File: src/design/ccls_pkg.sv
// Shared types and constants of the C comment line stripper.
// Depends on nothing; the core, the controller and the datapath import it.
`timescale 1ns / 1ps

package ccls_pkg;

  localparam logic [7:0] CHAR_NUL   = 8'h00;
  localparam logic [7:0] CHAR_TAB   = 8'h09;
  localparam logic [7:0] CHAR_NL    = 8'h0A;
  localparam logic [7:0] CHAR_SPACE = 8'h20;
  localparam logic [7:0] CHAR_STAR  = 8'h2A;
  localparam logic [7:0] CHAR_SLASH = 8'h2F;

  typedef enum logic [2:0] {
    ST_IDLE,
    ST_KEEP2,
    ST_CLOSE,
    ST_LOAD,
    ST_SEND
  } ccls_state_t;

  // Commands from the controller to the datapath.
  typedef struct packed {
    logic take;     // input beat accepted this cycle
    logic keep2;    // store the held second byte
    logic close;    // end the chunk
    logic load;     // read the first buffered byte
    logic advance;  // output beat taken, read the next byte
    logic clear;    // end of text done, return to reset state
  } ccls_cmd_t;

  // Status from the datapath to the controller.
  typedef struct packed {
    logic need_keep2;  // current input needs a second buffer write
    logic chunk_end;   // current input ends a chunk
    logic eot_in;      // current input carries end of text
    logic end_pend;    // accepted input ends a chunk
    logic last_pend;   // accepted input carried end of text
    logic emit;        // chunk being closed is non-blank
    logic last_char;   // read pointer is on the last kept byte
  } ccls_status_t;

endpackage

File: src/design/ccls_ifs.sv
// Stream interfaces of the comment stripper: text bytes in, line characters out.
// Standalone; used by the top level and by the environment around it.
`timescale 1ns / 1ps

interface ccls_in_if;
  logic       valid;
  logic       ready;
  logic [7:0] byte_in;
  logic       end_of_text;

  modport source (output valid, output byte_in, output end_of_text, input ready);
  modport sink   (input valid, input byte_in, input end_of_text, output ready);
endinterface

interface ccls_out_if;
  logic        valid;
  logic        ready;
  logic [7:0]  byte_out;
  logic [15:0] line_number;
  logic [15:0] stored_index;
  logic [5:0]  char_position;
  logic        last_of_line;

  modport source (output valid, output byte_out, output line_number, output stored_index,
                  output char_position, output last_of_line, input ready);
  modport sink   (input valid, input byte_out, input line_number, input stored_index,
                  input char_position, input last_of_line, output ready);
endinterface

File: src/design/c_comment_line_stripper_core.sv
// C comment line stripper: takes source text a byte per beat, drops // and
// block comments, and sends each non-blank line as a run of character beats
// tagged with its source line number, its ordinal among sent lines and the
// character position. A byte that ends no chunk is taken in ST_IDLE; a byte
// that keeps a stray slash plus itself needs a second buffer write in ST_KEEP2,
// because the line buffer RAM has a single write port. A chunk end (newline,
// LINE_CHARS-1 raw bytes, or end of text) then passes through ST_CLOSE, and a
// sent line through ST_LOAD (RAM read), then ST_SEND while the sink is ready.
// No input is taken during readout. The line buffer needs no clearing pass.
// Depends on ccls_pkg, ccls_ifs, ccls_ctrl, ccls_datapath and ccls_ram.
`timescale 1ns / 1ps

module c_comment_line_stripper_core import ccls_pkg::*; #(
  parameter int LINE_CHARS = 64,
  parameter int COUNT_BITS = 16
) (
  input logic            clk,
  input logic            rst,
  ccls_in_if.sink        text,
  ccls_out_if.source     lines
);

  ccls_cmd_t    cmd;
  ccls_status_t status;

  ccls_ctrl u_ctrl (
    .clk       (clk),
    .rst       (rst),
    .in_valid  (text.valid),
    .out_ready (lines.ready),
    .status    (status),
    .in_ready  (text.ready),
    .out_valid (lines.valid),
    .cmd       (cmd)
  );

  ccls_datapath #(
    .LINE_CHARS (LINE_CHARS),
    .COUNT_BITS (COUNT_BITS)
  ) u_datapath (
    .clk           (clk),
    .rst           (rst),
    .byte_in       (text.byte_in),
    .end_of_text   (text.end_of_text),
    .cmd           (cmd),
    .status        (status),
    .byte_out      (lines.byte_out),
    .line_number   (lines.line_number),
    .stored_index  (lines.stored_index),
    .char_position (lines.char_position),
    .last_of_line  (lines.last_of_line)
  );

  // Input is never taken while a line is being read out.
  assert property (@(posedge clk) disable iff (rst) lines.valid |-> !text.ready)
    else $error("input ready during line readout");

  // The last character of a line ends the readout.
  assert property (@(posedge clk) disable iff (rst)
    lines.valid && lines.ready && lines.last_of_line |=> !lines.valid)
    else $error("output continues after last character of a line");

  // Within a line, positions step by one and the line number stays put.
  assert property (@(posedge clk) disable iff (rst)
    lines.valid && lines.ready && !lines.last_of_line |=>
      lines.valid && lines.char_position == 6'($past(lines.char_position) + 6'd1)
      && lines.line_number == $past(lines.line_number))
    else $error("character position or line tag broken inside a line");

endmodule

File: src/design/ccls_ram.sv
// Generic single-port-write, single-port-read RAM with registered read data.
// No dependencies.
`timescale 1ns / 1ps

module ccls_ram #(
  parameter int WIDTH = 8,
  parameter int DEPTH = 63
) (
  input  logic                     clk,
  input  logic                     we,
  input  logic [$clog2(DEPTH)-1:0] waddr,
  input  logic [WIDTH-1:0]         wdata,
  input  logic                     re,
  input  logic [$clog2(DEPTH)-1:0] raddr,
  output logic [WIDTH-1:0]         rdata
);

  logic [WIDTH-1:0] mem [DEPTH];

  always_ff @(posedge clk) begin
    if (we) begin
      mem[waddr] <= wdata;
    end
    if (re) begin
      rdata <= mem[raddr];
    end
  end

endmodule

File: src/design/ccls_ctrl.sv
// Controller state machine of the comment stripper: sequences byte intake,
// second buffer writes, chunk close and line readout. Uses ccls_pkg.
`timescale 1ns / 1ps

module ccls_ctrl import ccls_pkg::*; (
  input  logic         clk,
  input  logic         rst,
  input  logic         in_valid,
  input  logic         out_ready,
  input  ccls_status_t status,
  output logic         in_ready,
  output logic         out_valid,
  output ccls_cmd_t    cmd
);

  ccls_state_t state, state_next;

  always_ff @(posedge clk) begin
    if (rst) begin
      state <= ST_IDLE;
    end else begin
      state <= state_next;
    end
  end

  always_comb begin
    state_next = state;
    case (state)
      ST_IDLE: begin
        if (in_valid) begin
          if (status.need_keep2) begin
            state_next = ST_KEEP2;
          end else if (status.chunk_end) begin
            state_next = ST_CLOSE;
          end
        end
      end
      ST_KEEP2: state_next = status.end_pend ? ST_CLOSE : ST_IDLE;
      ST_CLOSE: state_next = status.emit ? ST_LOAD : ST_IDLE;
      ST_LOAD:  state_next = ST_SEND;
      ST_SEND: begin
        if (out_ready && status.last_char) begin
          state_next = ST_IDLE;
        end
      end
      default: state_next = ST_IDLE;
    endcase
  end

  always_comb begin
    in_ready  = 1'b0;
    out_valid = 1'b0;
    cmd       = '0;
    case (state)
      ST_IDLE: begin
        in_ready = 1'b1;
        cmd.take = in_valid;
        // End of text on a beat that closes no chunk resets right away.
        cmd.clear = in_valid && status.eot_in && !status.chunk_end
                    && !status.need_keep2;
      end
      ST_KEEP2: begin
        cmd.keep2 = 1'b1;
        cmd.clear = status.last_pend && !status.end_pend;
      end
      ST_CLOSE: begin
        cmd.close = 1'b1;
        cmd.clear = status.last_pend && !status.emit;
      end
      ST_LOAD: begin
        cmd.load = 1'b1;
      end
      ST_SEND: begin
        out_valid   = 1'b1;
        cmd.advance = out_ready && !status.last_char;
        cmd.clear   = out_ready && status.last_char && status.last_pend;
      end
      default: begin
        cmd = '0;
      end
    endcase
  end

endmodule

File: src/design/ccls_datapath.sv
// Datapath of the comment stripper: comment scanner flags, chunk counters,
// line buffer RAM and the readout pointer. Uses ccls_pkg and ccls_ram.
`timescale 1ns / 1ps

module ccls_datapath import ccls_pkg::*; #(
  parameter int LINE_CHARS = 64,
  parameter int COUNT_BITS = 16
) (
  input  logic         clk,
  input  logic         rst,
  input  logic [7:0]   byte_in,
  input  logic         end_of_text,
  input  ccls_cmd_t    cmd,
  output ccls_status_t status,
  output logic [7:0]   byte_out,
  output logic [15:0]  line_number,
  output logic [15:0]  stored_index,
  output logic [5:0]   char_position,
  output logic         last_of_line
);

  localparam int DEPTH = LINE_CHARS - 1;
  localparam int AW    = $clog2(DEPTH);
  localparam int CW    = $clog2(LINE_CHARS);
  localparam logic [CW-1:0]         KEPT_MAX  = CW'(LINE_CHARS - 1);
  localparam logic [COUNT_BITS-1:0] COUNT_MAX = {COUNT_BITS{1'b1}};

  logic                  in_block_comment, slash_pending, star_pending, skip_rest_of_chunk;
  logic [CW-1:0]         kept_count, raw_count;
  logic                  seen_nonblank;
  logic [COUNT_BITS-1:0] line_counter, stored_counter;
  logic [7:0]            second_byte;
  logic                  end_pend, last_pend;
  logic [15:0]           emit_line, emit_stored;
  logic [CW-1:0]         emit_len;
  logic [AW-1:0]         rd_idx;

  // Scanner outcome for the byte on the input.
  logic          nz;
  logic [CW-1:0] raw_next;
  logic          chunk_end;
  logic          t_inblk, t_star, t_slash, t_skip;
  logic          t_keep1, t_keep2;
  logic [7:0]    t_kb;

  logic          keep_en, room, ram_we, ram_re;
  logic [7:0]    keep_val;
  logic [CW-1:0] kept_after;
  logic          nonblank_after;
  logic [COUNT_BITS-1:0] line_next;
  logic [AW-1:0] raddr;
  logic [7:0]    rdata;

  always_comb begin
    nz        = byte_in != CHAR_NUL;
    raw_next  = nz ? raw_count + CW'(1) : raw_count;
    chunk_end = (nz && (byte_in == CHAR_NL || raw_next >= KEPT_MAX))
             || (end_of_text && raw_next != '0);
    t_inblk = in_block_comment;
    t_star  = star_pending;
    t_slash = slash_pending;
    t_skip  = skip_rest_of_chunk;
    t_keep1 = 1'b0;
    t_keep2 = 1'b0;
    t_kb    = byte_in;
    if (nz && !skip_rest_of_chunk) begin
      if (in_block_comment) begin
        if (star_pending && byte_in == CHAR_SLASH) begin
          t_inblk = 1'b0;
          t_star  = 1'b0;
        end else begin
          t_star = byte_in == CHAR_STAR;
        end
      end else if (slash_pending) begin
        t_slash = 1'b0;
        if (byte_in == CHAR_SLASH) begin
          t_skip = 1'b1;
        end else if (byte_in == CHAR_STAR) begin
          t_inblk = 1'b1;
          t_star  = 1'b0;
        end else begin
          // A slash that opened nothing is kept, then the byte itself.
          t_keep1 = 1'b1;
          t_kb    = CHAR_SLASH;
          t_keep2 = 1'b1;
        end
      end else if (byte_in == CHAR_SLASH) begin
        t_slash = 1'b1;
      end else begin
        t_keep1 = 1'b1;
      end
    end
  end

  // One buffer write per cycle at most.
  always_comb begin
    keep_en  = 1'b0;
    keep_val = byte_in;
    if (cmd.take && t_keep1) begin
      keep_en  = 1'b1;
      keep_val = t_kb;
    end else if (cmd.keep2) begin
      keep_en  = 1'b1;
      keep_val = second_byte;
    end else if (cmd.close && slash_pending) begin
      keep_en  = 1'b1;
      keep_val = CHAR_SLASH;
    end
    room           = kept_count < KEPT_MAX;
    ram_we         = keep_en && room;
    kept_after     = ram_we ? kept_count + CW'(1) : kept_count;
    nonblank_after = seen_nonblank || (keep_en && keep_val != CHAR_SPACE
                     && keep_val != CHAR_TAB && keep_val != CHAR_NL);
    line_next      = (line_counter == COUNT_MAX) ? line_counter : line_counter + 1'b1;
    ram_re         = cmd.load || cmd.advance;
    raddr          = cmd.load ? '0 : rd_idx + AW'(1);
  end

  always_ff @(posedge clk) begin
    if (rst || cmd.clear) begin
      in_block_comment   <= 1'b0;
      slash_pending      <= 1'b0;
      star_pending       <= 1'b0;
      skip_rest_of_chunk <= 1'b0;
      kept_count         <= '0;
      raw_count          <= '0;
      seen_nonblank      <= 1'b0;
      line_counter       <= '0;
      stored_counter     <= '0;
      end_pend           <= 1'b0;
      last_pend          <= 1'b0;
    end else begin
      if (cmd.take) begin
        in_block_comment   <= t_inblk;
        slash_pending      <= t_slash;
        star_pending       <= t_star;
        skip_rest_of_chunk <= t_skip;
        raw_count          <= raw_next;
        end_pend           <= chunk_end;
        last_pend          <= end_of_text;
      end
      kept_count    <= kept_after;
      seen_nonblank <= nonblank_after;
      if (cmd.close) begin
        slash_pending      <= 1'b0;
        star_pending       <= 1'b0;
        skip_rest_of_chunk <= 1'b0;
        line_counter       <= line_next;
        if (nonblank_after && stored_counter != COUNT_MAX) begin
          stored_counter <= stored_counter + 1'b1;
        end
        kept_count    <= '0;
        raw_count     <= '0;
        seen_nonblank <= 1'b0;
      end
    end
  end

  always_ff @(posedge clk) begin
    if (cmd.take) begin
      second_byte <= byte_in;
    end
    if (cmd.close) begin
      emit_line   <= 16'(32'(line_next));
      emit_stored <= 16'(32'(stored_counter));
      emit_len    <= kept_after;
    end
    if (cmd.load) begin
      rd_idx <= '0;
    end else if (cmd.advance) begin
      rd_idx <= rd_idx + AW'(1);
    end
  end

  ccls_ram #(
    .WIDTH (8),
    .DEPTH (DEPTH)
  ) u_line_buf (
    .clk   (clk),
    .we    (ram_we),
    .waddr (kept_count[AW-1:0]),
    .wdata (keep_val),
    .re    (ram_re),
    .raddr (raddr),
    .rdata (rdata)
  );

  // A slash still pending at the close is kept as text, so it makes the line
  // non-blank.
  always_comb begin
    status.need_keep2 = t_keep2;
    status.chunk_end  = chunk_end;
    status.eot_in     = end_of_text;
    status.end_pend   = end_pend;
    status.last_pend  = last_pend;
    status.emit       = seen_nonblank || slash_pending;
    status.last_char  = (CW'(rd_idx) + CW'(1)) == emit_len;
    byte_out      = rdata;
    line_number   = emit_line;
    stored_index  = emit_stored;
    char_position = 6'(rd_idx);
    last_of_line  = status.last_char;
  end

endmodule
File: src/flat_wrapper.sv
// flat-port wrapper written by rule: the top's interface ports become plain ports
module c_comment_line_stripper_core_flat import ccls_pkg::*;
#(
  parameter int LINE_CHARS = 64,
  parameter int COUNT_BITS = 16
)
  (clk, rst, text_valid, text_byte_in, text_end_of_text, text_ready, lines_valid, lines_byte_out, lines_line_number, lines_stored_index, lines_char_position, lines_last_of_line, lines_ready);
  ccls_in_if text_i ();
  ccls_out_if lines_i ();
  input logic clk;
  input logic rst;
  input wire logic [$bits(text_i.valid)-1:0] text_valid;
  input wire logic [$bits(text_i.byte_in)-1:0] text_byte_in;
  input wire logic [$bits(text_i.end_of_text)-1:0] text_end_of_text;
  output wire logic [$bits(text_i.ready)-1:0] text_ready;
  output wire logic [$bits(lines_i.valid)-1:0] lines_valid;
  output wire logic [$bits(lines_i.byte_out)-1:0] lines_byte_out;
  output wire logic [$bits(lines_i.line_number)-1:0] lines_line_number;
  output wire logic [$bits(lines_i.stored_index)-1:0] lines_stored_index;
  output wire logic [$bits(lines_i.char_position)-1:0] lines_char_position;
  output wire logic [$bits(lines_i.last_of_line)-1:0] lines_last_of_line;
  input wire logic [$bits(lines_i.ready)-1:0] lines_ready;
  assign text_i.valid = text_valid;
  assign text_i.byte_in = text_byte_in;
  assign text_i.end_of_text = text_end_of_text;
  assign text_ready = text_i.ready;
  assign lines_valid = lines_i.valid;
  assign lines_byte_out = lines_i.byte_out;
  assign lines_line_number = lines_i.line_number;
  assign lines_stored_index = lines_i.stored_index;
  assign lines_char_position = lines_i.char_position;
  assign lines_last_of_line = lines_i.last_of_line;
  assign lines_i.ready = lines_ready;
  c_comment_line_stripper_core #(.LINE_CHARS(LINE_CHARS), .COUNT_BITS(COUNT_BITS)) u_core (.clk(clk), .rst(rst), .text(text_i), .lines(lines_i));
endmodule
File: config.mk
export PLATFORM = sky130hd
export DESIGN_NAME = c_comment_line_stripper_core_flat
export DESIGN_NICKNAME = d
export VERILOG_FILES = /design/src/design/ccls_pkg.sv /design/src/design/ccls_ifs.sv /design/src/design/c_comment_line_stripper_core.sv /design/src/design/ccls_ram.sv /design/src/design/ccls_ctrl.sv /design/src/design/ccls_datapath.sv /design/src/flat_wrapper.sv
export SDC_FILE = /design/constraint.sdc
export NUM_CORES = 1
export LEC_CHECK = 0
export ABC_AREA = 1
export BUFFER_PORTS_ARGS = -buffer_cell sky130_fd_sc_hd__buf_2
export CORE_MARGIN = 3
export CORE_UTILIZATION = 40
export CTS_CLUSTER_SIZE = 24
export DETAILED_ROUTE_END_ITERATION = 8
export GPL_TIMING_DRIVEN = 0
export HOLD_SLACK_MARGIN = 0.08
export PLACE_DENSITY = 0.61
export SLEW_MARGIN = 20
export SYNTH_ARGS = -nofsm -noshare
export SYNTH_HDL_FRONTEND = slang
export SYNTH_HIERARCHICAL = 1
export SYNTH_SLANG_ARGS = --single-unit
export TNS_END_PERCENT = 100
File: constraint.sdc
create_clock -name clk -period 8.5 [get_ports clk]
set_input_delay 0.425 -clock clk [delete_from_list [all_inputs] [get_ports clk]]
set_output_delay 0.425 -clock clk [all_outputs]
set_load 0.05 [all_outputs]
==> flow_summary.ini, run 1 <==
[run_status]
status = finished, final reports clean

[clocking]
insertion_delay_ns = 0.60
cts-buffers-inserted = 66
htree_levels = 3
clock_path_buffers = 3
clkSlewWorstSetupHoldPaths_ns = 0.06
post_cts_buffers = 0
cts-root-buf = clkbuf_16
cts_hold_buffers = 9
cts_sinks = 618
cts_tree = built
cts_resized = 0

[timing]
finalSetupViolCount = 0
slew_headroom = 0.272
fmax_mhz = 190
hold_viol = 0
clock_skew_ns = 0.0275
finalCritPeriodShare = 0.620
rsz0062_at_grt = no
fin_crit_ns = 5.27
maxSlewViolCount = 0
hold_ws_ns = 0.117
tightest_slew_ns = 1.09

[placed_design]
dpl.hpwl_um = 52100
port_buffers = 61
gp_congestion = 0.962

[setup_path]
worst_setup_path_end_kind = flop
cp_max_fo = 10
setup.worst_path.start_class = flop
worstSetupPathType = flop to flop
cp.arrival_ns = 5.48
crit_required_ns = 8.71

[yosys]
netlist.area_leader.share = 0.632
yosys.area.top_type = edfxtp_1
synth_edf_count = 558
synthTopCellsByCount = 760 x nand2_1, 558 x edfxtp_1, 486 x nand3_1
synth_area_per_cell_sq_um = 10.7
yosysWarnings = 6
yosysSeqAreaShare = 0.677
synthTopCellsByArea = edfxtp_1 63%, nand2_1 11%, nand3_1 9.2%, dfxtp_1 4.5%, nor2_1 1.9%
synthFlopType = edfxtp_1
synth_area_sq_um = 26500
synth-seq-cells = 618
syn_nets = 2492
ys_types = 45
async_reset_ff_frac = 0
synth.most_common_cell = nand2_1
synthCells = 2474

[pwr]
p_leak_nw = 11.3
swShare = 0.285
p_int_w = 0.00540
clockPowerShare = 0.372
combinationalPowerShare = 0.174
p_seq_frac = 0.454
switchingPower_w = 0.00215
vdd_drop_max_mv = 0.134
p_per_area_nw_per_um2 = 248

[detailed_routing]
vias_per_cell = 5.43
via_count = 19173
routedWlPerCell_um = 21.6
drt_wl_total_um = 76200
dr.pass1.iters = 6
first_iter_violations = 1969
antenna_left = 0
drc = 0

[floorplanning]
core_sq_um = 65000
ios = 62
die_y_um = 264
die-width_um = 264
die-area_sq_um = 69500
row_count = 93
start_util = 0.408

[grt]
antenna_found_initial = 0
grt_pass1_vias = 18761
grt_start_max_net_pins = 66
grt-ovfl-total = 0
groute.usage.overall = 0.218
grt_pass1_wl_um = 115000

[finish]
drive_gt1_frac = 0.119
syn_to_final_growth_pct = 14.6
nets = 2644
final_util = 0.467

[worst_hold_path]
hold_class = primary input to flop

[run]
max_cap_violations = 0
layout make-up:
cell class	count	area [sq um]
buffer	130	762
clock buffer	85	1770
timing repair buffer	84	581
fill	5887	34600
clock inverter	31	344
antenna	1	2.50
inverter	125	474
multi-input combinational	1601	7440
tap	855	1070
sequential	618	18000
final timing paths:
path	startpoint	depth (start not counted)	slack, ns	endpoint
min	text_end_of_text	3	0.12	u_core/u_datapath/last_pend
max	u_core/u_ctrl/state[1]	14	3.23	u_core/u_datapath/u_line_buf/mem[9][1]
max reg2reg	u_core/u_ctrl/state[1]	14	3.23	u_core/u_datapath/u_line_buf/mem[9][1]
min reg2reg	u_core/u_datapath/last_pend	2	0.47	u_core/u_datapath/last_pend
kinds of logic after synthesis:
family          Yosys count  share of synthesized area
compound gates           85                     0.0188
xor+xnor                 42                     0.0139
fa+ha+maj                 5                    0.00236
buf+inv                 255                     0.0465
flops                   618                      0.677
simple gates           1469                      0.242
placed cells by master (no fill, tap or decap), types with 11 or more instances in the layout:
master,Yosys,layout
dfxtp_1,60,60
o22ai_1,14,14
buf_4,32,36
nand2_2,21,17
nand3_1,486,486
buf_1,16,16
buf_2,43,108
o21ai_0,29,28
xor2_1,35,35
clkbuf_1,27,44
nand2_1,760,758
clkbuf_16,0,68
nand4_1,17,17
nor2_2,9,11
clkinv_1,2,14
nor2_1,133,131
nor3_1,13,13
a21oi_1,27,27
edfxtp_1,558,558
inv_1,116,114
layer usage:
metal / global-route usage / routed length, um / part of all wire
met1: 0.298 / 31900 / 0.42
met2: 0.351 / 35600 / 0.47
met4: 0.0831 / 2870 / 0.038
met5: 0 / 0 / 0
met3: 0.0346 / 5850 / 0.077
sequential cells by signal, summed over array words and instances (netlist names):
signal                                cells
u_core/u_datapath/slash_pending           1
u_core/u_ctrl/state                       3
u_core/u_datapath/u_line_buf/rdata        8
u_core/u_datapath/seen_nonblank           1
u_core/u_datapath/in_block_comment        1
u_core/u_datapath/stored_counter         16
u_core/u_datapath/char_position           6
u_core/u_datapath/skip_rest_of_chunk      1
u_core/u_datapath/second_byte             8
u_core/u_datapath/line_number            16
u_core/u_datapath/line_counter           16
u_core/u_datapath/emit_len                6
u_core/u_datapath/last_pend               1
u_core/u_datapath/raw_count               6
u_core/u_datapath/u_line_buf/mem        504
u_core/u_datapath/star_pending            1
u_core/u_datapath/stored_index           16
u_core/u_datapath/end_pend                1
u_core/u_datapath/kept_count              6
per-stage QoR:
stage	TNS, ns	power [W]	cell area [sq um]	cells	setup WS (ns)
detailed placement	0	0.00478	28200	3404	3.26
finish	0	0.00755	30400	3530	3.23
floorplan	0	0.00427	26500	2474	3.39
global route	0	0.00783	30400	3529	2.99
global placement	-117.34	0.00476	27900	3390	-1.87
CTS	0	0.00759	30400	3529	3.23
power by group through the flow:
stage	Combinational (W)	Clock, W	Sequential [W]
floorplan	0.000732	0	0.00353
global placement	0.00125	0	0.00351
detailed placement	0.00129	0	0.00349
CTS	0.00130	0.00286	0.00343
global route	0.00142	0.00298	0.00343
finish	0.00131	0.00280	0.00343
critical path, cell delays in order (launching register included):
cell and delay (ns):
dfxtp_1 0.39, nor2_4 0.20, nand2_4 0.08, nor2_1 0.66, clkbuf_8 0.33, inv_2 0.11
nor3_4 0.30, nand3_4 0.17, buf_8 0.19, nand2_2 0.12, nand2_1 0.19, inv_1 0.10
clkbuf_1 0.31, nand4_1 0.65, nor2_1 1.06
Note: power is estimated with default switching activity, not from simulation.
==> run 2, diff against run 1 <==
--- a/config.mk
+++ b/config.mk
@@ -5,7 +5,7 @@
 export SDC_FILE = /design/constraint.sdc
 export NUM_CORES = 1
 export LEC_CHECK = 0
-export ABC_AREA = 1
+export ABC_AREA = 0
 export BUFFER_PORTS_ARGS = -buffer_cell sky130_fd_sc_hd__buf_2
 export CORE_MARGIN = 3
 export CORE_UTILIZATION = 40
==> constraint.sdc (replaced) <==
create_clock -name clk -period 5.29 [get_ports clk]
set_input_delay 0.2645 -clock clk [delete_from_list [all_inputs] [get_ports clk]]
set_output_delay 0.2645 -clock clk [all_outputs]
set_load 0.05 [all_outputs]
==> flow_summary.ini, run 2 <==
[run_status]
status = finished, final reports clean

[yosys]
yosys.area.top_type = edfxtp_1
yosysWarnings = 6
synth_area_sq_um = 25200
synth.most_common_cell = edfxtp_1
synth_edf_count = 558
async_reset_ff_frac = 0
ys_types = 84
synthFlopType = edfxtp_1
synthTopCellsByArea = edfxtp_1 66%, mux4_2 10%, dfxtp_1 4.8%, nor2_1 2.0%, mux2i_1 1.5%
netlist.area_leader.share = 0.665
yosysSeqAreaShare = 0.712
synth-seq-cells = 618
synthCells = 1475
synthTopCellsByCount = 558 x edfxtp_1, 135 x nor2_1, 115 x mux4_2
synth_area_per_cell_sq_um = 17.1
syn_nets = 1493

[timing]
slew_headroom = 0.211
finalCritPeriodShare = 0.929
fmax_mhz = 203
rsz0062_at_grt = no
maxSlewViolCount = 0
clock_skew_ns = 0.0222
fin_crit_ns = 4.91
hold_ws_ns = 0.165
hold_viol = 0
finalSetupViolCount = 0
fin_ws_ns = 0.375
tightest_slew_ns = 1.18

[setup_path]
worstSetupPathType = flop to flop
worst_setup_path_end_kind = flop
cp_max_fo = 14
cp_slowest_cell = nor2_1
crit_required_ns = 5.50
ff2ff_setup_slack_ns = 0.38
cp.arrival_ns = 5.12
r2r-end = u_core/u_datapath/u_line_buf/mem[42][1]
rr_worst_depth = 8
r2r_start = u_core/u_ctrl/state[1]
crit_chain = buf_6 > nor3b_4 > clkbuf_1 > a21o_2 > a21oi_4 > a31oi_1 > nand3_1 > nor2_1
cp_slowest_stage_delay_ns = 0.94
setup.worst_path.start_class = flop

[floorplanning]
core_sq_um = 62100
die-width_um = 257
row_count = 91
die_y_um = 257
die-area_sq_um = 66100
start_util = 0.406
ios = 62

[pwr]
p_per_area_nw_per_um2 = 387
p_leak_nw = 9.33
vdd_drop_max_mv = 0.282

[placed_design]
dpl.hpwl_um = 42100
dpl_cell_area_sq_um = 27000
port_buffers = 61
gp_congestion = 0.832
dpl_worst_slack_ns = 0.420

[finish]
largest_reg_flops = 504
drive_gt1_frac = 0.225
fin_area_sq_um = 29100
nets = 1651
final-seq-area_sq_um = 18000
fill_cells = 5273
layout_commonest_cell = edfxtp_1
largest-register = u_core/u_datapath/u_line_buf/mem
antennaDiodeCount = 0
multiInputGateArea_sq_um = 6850
final_util = 0.469
layout_common_cells = 558 x edfxtp_1, 135 x nor2_1, 115 x mux4_2
syn_to_final_growth_pct = 15.4

[clocking]
cts_sinks = 618
post_cts_buffers = 0
cts-root-buf = clkbuf_16
cts_tree = built
clkSlewWorstSetupHoldPaths_ns = 0.05
htree_levels = 3
clock_path_buffers = 3
insertion_delay_ns = 0.60
cts-buffers-inserted = 66

[detailed_routing]
vias_per_cell = 5.61
routedWlPerCell_um = 24.9
first_iter_violations = 1254
via_count = 14116
dr.pass1.iters = 6
drc = 0
antenna_left = 0
drt_wl_total_um = 62600

[grt]
antenna_found_initial = 0
groute.usage.overall = 0.189
grt_pass1_wl_um = 93200
grt-ovfl-total = 0
grt_start_max_net_pins = 64
grt_pass1_vias = 14204

[worst_hold_path]
hold_class = primary input to flop
min_from = text_valid
hold_path_depth = 4
hold_end = u_core/u_ctrl/state[1]

[run]
max_cap_violations = 0
-- run 2: cell count changes after synthesis, moves of 22 or more --
cell,previous run,this run
nand2_1,760,64
nand3_1,486,48
mux4_2,0,115
inv_1,116,12
mux2i_1,0,37
buf_2,43,11
nor2b_1,0,22
xnor2_1,7,29
-- run 2: timing repair --
action                                  4_1_cts  5_1_grt
hold buffers                                 12        0
gates resized for setup                       0        0
endpoints found under the hold margin        12        0
endpoints found under the setup margin        0        0
-- run 2: worst max-delay path by stage --
| stage | startpoint | to | slack, ns | cells past startpoint |
|---|---|---|---|---|
| after CTS | u_core/u_ctrl/state[1] | u_core/u_datapath/u_line_buf/mem[21][4] | 0.39 | 9 |
| after detailed placement | u_core/u_ctrl/state[1] | u_core/u_datapath/u_line_buf/mem[21][0] | 0.42 | 9 |
| final | u_core/u_ctrl/state[1] | u_core/u_datapath/u_line_buf/mem[42][1] | 0.38 | 8 |
| after global placement | u_core/u_ctrl/state[1] | u_core/u_datapath/stored_counter[13] | -2.84 | 10 |
| after floorplan | u_core/u_ctrl/state[1] | u_core/u_datapath/stored_counter[15] | 0.08 | 12 |
| after global routing | u_core/u_ctrl/state[1] | u_core/u_datapath/u_line_buf/mem[42][1] | 0.09 | 8 |
-- run 2: per-layer routing --
layer / up-vias / routed length [um] / track usage
met1: 7232 / 26200 / 0.267
met4: 0 / 1770 / 0.0578
met3: 102 / 5200 / 0.0410
met5: - / 0 / 0
li1: 6172 / - / -
met2: 610 / 29400 / 0.297
-- run 2: final cells by class --
class	instances	share of cell area
Buffer	82	0.0156
Timing Repair Buffer	90	0.0248
Clock buffer	83	0.0607
Inverter	12	0.00155
Tap cell	837	0.0360
Multi-Input combinational cell	763	0.235
Clock inverter	32	0.00869
Sequential cell	618	0.617
-- run 2: cell families (layout without fill, tap and decap cells) --
kind of cell	after synthesis	after routing	share of synthesized area
AOI/OAI and AO/OA	159	159	0.0483
xor gates and xnor gates	61	61	0.0212
adders and majority gates	5	5	0.00248
buffers and inverters	94	299	0.0198
DFF	618	618	0.712
muxes	163	163	0.122
and+or+nand+nor	375	375	0.0737
-- run 2: power breakdown --
part           internal, W  leakage, nW  total [W]  switching, W
Clock              0.00247        0.990    0.00434       0.00187
Combinational     0.000545         2.82    0.00145      0.000907
Sequential         0.00543         5.52    0.00546     0.0000250
Total              0.00845         9.33     0.0113       0.00280
-- run 2: critical path: cells and delay by family (launching register included) --
family	cells	cell delay (ns)
and+or+nand+nor	3	2.38
DFF	1	0.36
buffers and inverters	2	0.62
AOI/OAI and AO/OA	3	1.16
-- run 2: metrics by stage --
| stage | cells | TNS (ns) | total power, W |
|---|---|---|---|
| after global placement | 2373 | -645.85 | 0.00695 |
| after detailed placement | 2390 | 0 | 0.00701 |
| after CTS | 2517 | 0 | 0.0114 |
| after global routing | 2517 | 0 | 0.0116 |
| after floorplan | 1475 | 0 | 0.00646 |
| final | 2517 | 0 | 0.0113 |
==> run 3, diff against run 2 <==
--- a/config.mk
+++ b/config.mk
@@ -9,7 +9,6 @@
 export BUFFER_PORTS_ARGS = -buffer_cell sky130_fd_sc_hd__buf_2
 export CORE_MARGIN = 3
 export CORE_UTILIZATION = 40
-export CTS_CLUSTER_SIZE = 24
 export DETAILED_ROUTE_END_ITERATION = 8
 export GPL_TIMING_DRIVEN = 0
 export HOLD_SLACK_MARGIN = 0.08
==> constraint.sdc (replaced) <==
create_clock -name clk -period 5.46 [get_ports clk]
set_input_delay 0.273 -clock clk [delete_from_list [all_inputs] [get_ports clk]]
set_output_delay 0.273 -clock clk [all_outputs]
set_load 0.05 [all_outputs]
==> flow_summary.ini, run 3 (same netlist as run 2, synthesis figures left out) <==
[run_status]
status = finished, final reports clean

[setup_path]
crit_required_ns = 5.66
startpoint = u_core/u_ctrl/state[1]
r2r_start = u_core/u_ctrl/state[1]
cp_slowest_cell = nor2_1
setup.worst_path.start_class = flop
r2r-end = u_core/u_datapath/u_line_buf/mem[5][3]
worstSetupPathType = flop to flop
ff2ff_setup_slack_ns = 0.58
worst_setup_path_end_kind = flop
cp.arrival_ns = 5.08
crit_chain = buf_6 > nor3b_4 > clkbuf_1 > a21o_2 > a21oi_4 > a31oi_1 > nor2b_1 > nand3_1 > nor2_1
rr_worst_depth = 9
cp_slowest_stage_delay_ns = 0.84
cp_max_fo = 14

[grt]
grt_start_max_net_pins = 64
groute.usage.overall = 0.190
grt-ovfl-total = 0
antenna_found_initial = 0
grt_pass1_wl_um = 93200
grt_pass1_vias = 14207

[detailed_routing]
vias_per_cell = 5.60
drt_wl_total_um = 62600
antenna_left = 0
routedWlPerCell_um = 24.9
first_iter_violations = 1248
drc = 0
via_count = 14095
dr.pass1.iters = 5

[timing]
fmax_mhz = 205
tightest_slew_ns = 1.20
setup_tns_ns = 0
finalCritPeriodShare = 0.893
fin_crit_ns = 4.88
maxSlewViolCount = 0
finalSetupViolCount = 0
rsz0062_at_grt = no
slew_headroom = 0.197
hold_ws_ns = 0.178
hold_viol = 0
clock_skew_ns = 0.0220

[pwr]
p_per_area_nw_per_um2 = 375
p_leak_nw = 9.33
total_power_w = 0.0109
vdd_drop_max_mv = 0.271

[placed_design]
port_buffers = 61
dpl.hpwl_um = 42100
gp_congestion = 0.832
dpl_cell_area_sq_um = 27000

[finish]
final_util = 0.469
syn_to_final_growth_pct = 15.4
largest_reg_flops = 504
layout_commonest_cell = edfxtp_1
antennaDiodeCount = 0
layout_common_cells = 558 x edfxtp_1, 135 x nor2_1, 115 x mux4_2
fin_area_sq_um = 29100
nets = 1651
drive_gt1_frac = 0.224
largest-register = u_core/u_datapath/u_line_buf/mem

[floorplanning]
ios = 62
row_count = 91
core_sq_um = 62100
die-width_um = 257
start_util = 0.406
die-area_sq_um = 66100
die_y_um = 257

[worst_hold_path]
hold_class = primary input to flop
hold_end = u_core/u_ctrl/state[1]
min_from = text_valid
hold_path_depth = 4

[clocking]
insertion_delay_ns = 0.60
cts_sinks = 618
cts-buffers-inserted = 66
clock_path_buffers = 3
cts_tree = built
clkSlewWorstSetupHoldPaths_ns = 0.05
cts-root-buf = clkbuf_16
htree_levels = 3
cts_resized = 0
post_cts_buffers = 0

[run]
max_cap_violations = 0
run 3: how the worst max path moves through the flow:
stage	to	slack [ns]	cells after the start
floorplan	u_core/u_datapath/stored_counter[15]	0.25	12
global placement	u_core/u_datapath/stored_counter[13]	-2.67	10
detailed placement	u_core/u_datapath/u_line_buf/mem[21][0]	0.59	9
CTS	u_core/u_datapath/u_line_buf/mem[21][4]	0.56	9
global route	u_core/u_datapath/u_line_buf/mem[42][1]	0.26	8
finish	u_core/u_datapath/u_line_buf/mem[5][3]	0.58	9
run 3: timing repair:
item	CTS	global route
endpoints found under the setup margin	0	0
endpoints found under the hold margin	11	0
hold buffers	12	0
run 3: critical path, delay by kind of cell, from the launching register on:
family	cells	cell delay [ns]
and+or+nand+nor	4	2.34
AOI/OAI and AO/OA	3	1.15
buffers and inverters	2	0.63
DFF	1	0.36
run 3: layer usage:
metal | part of all wire | GRT usage | up-vias
li1 | - | - | 6178
met1 | 0.42 | 0.266 | 7220
met2 | 0.47 | 0.297 | 599
met3 | 0.080 | 0.0406 | 98
met4 | 0.028 | 0.0589 | 0
met5 | 0 | 0 | -
run 3: layout make-up:
type / instances / area [sq um]
fill: 5273 / 33000
timing repair buffer: 90 / 722
buffer: 82 / 454
multi-input combinational: 763 / 6850
clock buffer: 84 / 1770
inverter: 12 / 45.0
sequential: 618 / 18000
clock inverter: 31 / 245
tap: 837 / 1050
run 3: where the power goes:
group          switching (W)  internal, W  leakage (nW)
Clock                0.00180      0.00240         0.991
Combinational       0.000876     0.000528          2.82
Sequential         0.0000241      0.00527          5.52
run 3: per-stage QoR:
stage | std cells | setup WS [ns]
floorplan | 1475 | 0.254
global placement | 2373 | -2.67
detailed placement | 2390 | 0.590
CTS | 2517 | 0.555
global route | 2517 | 0.264
finish | 2517 | 0.585
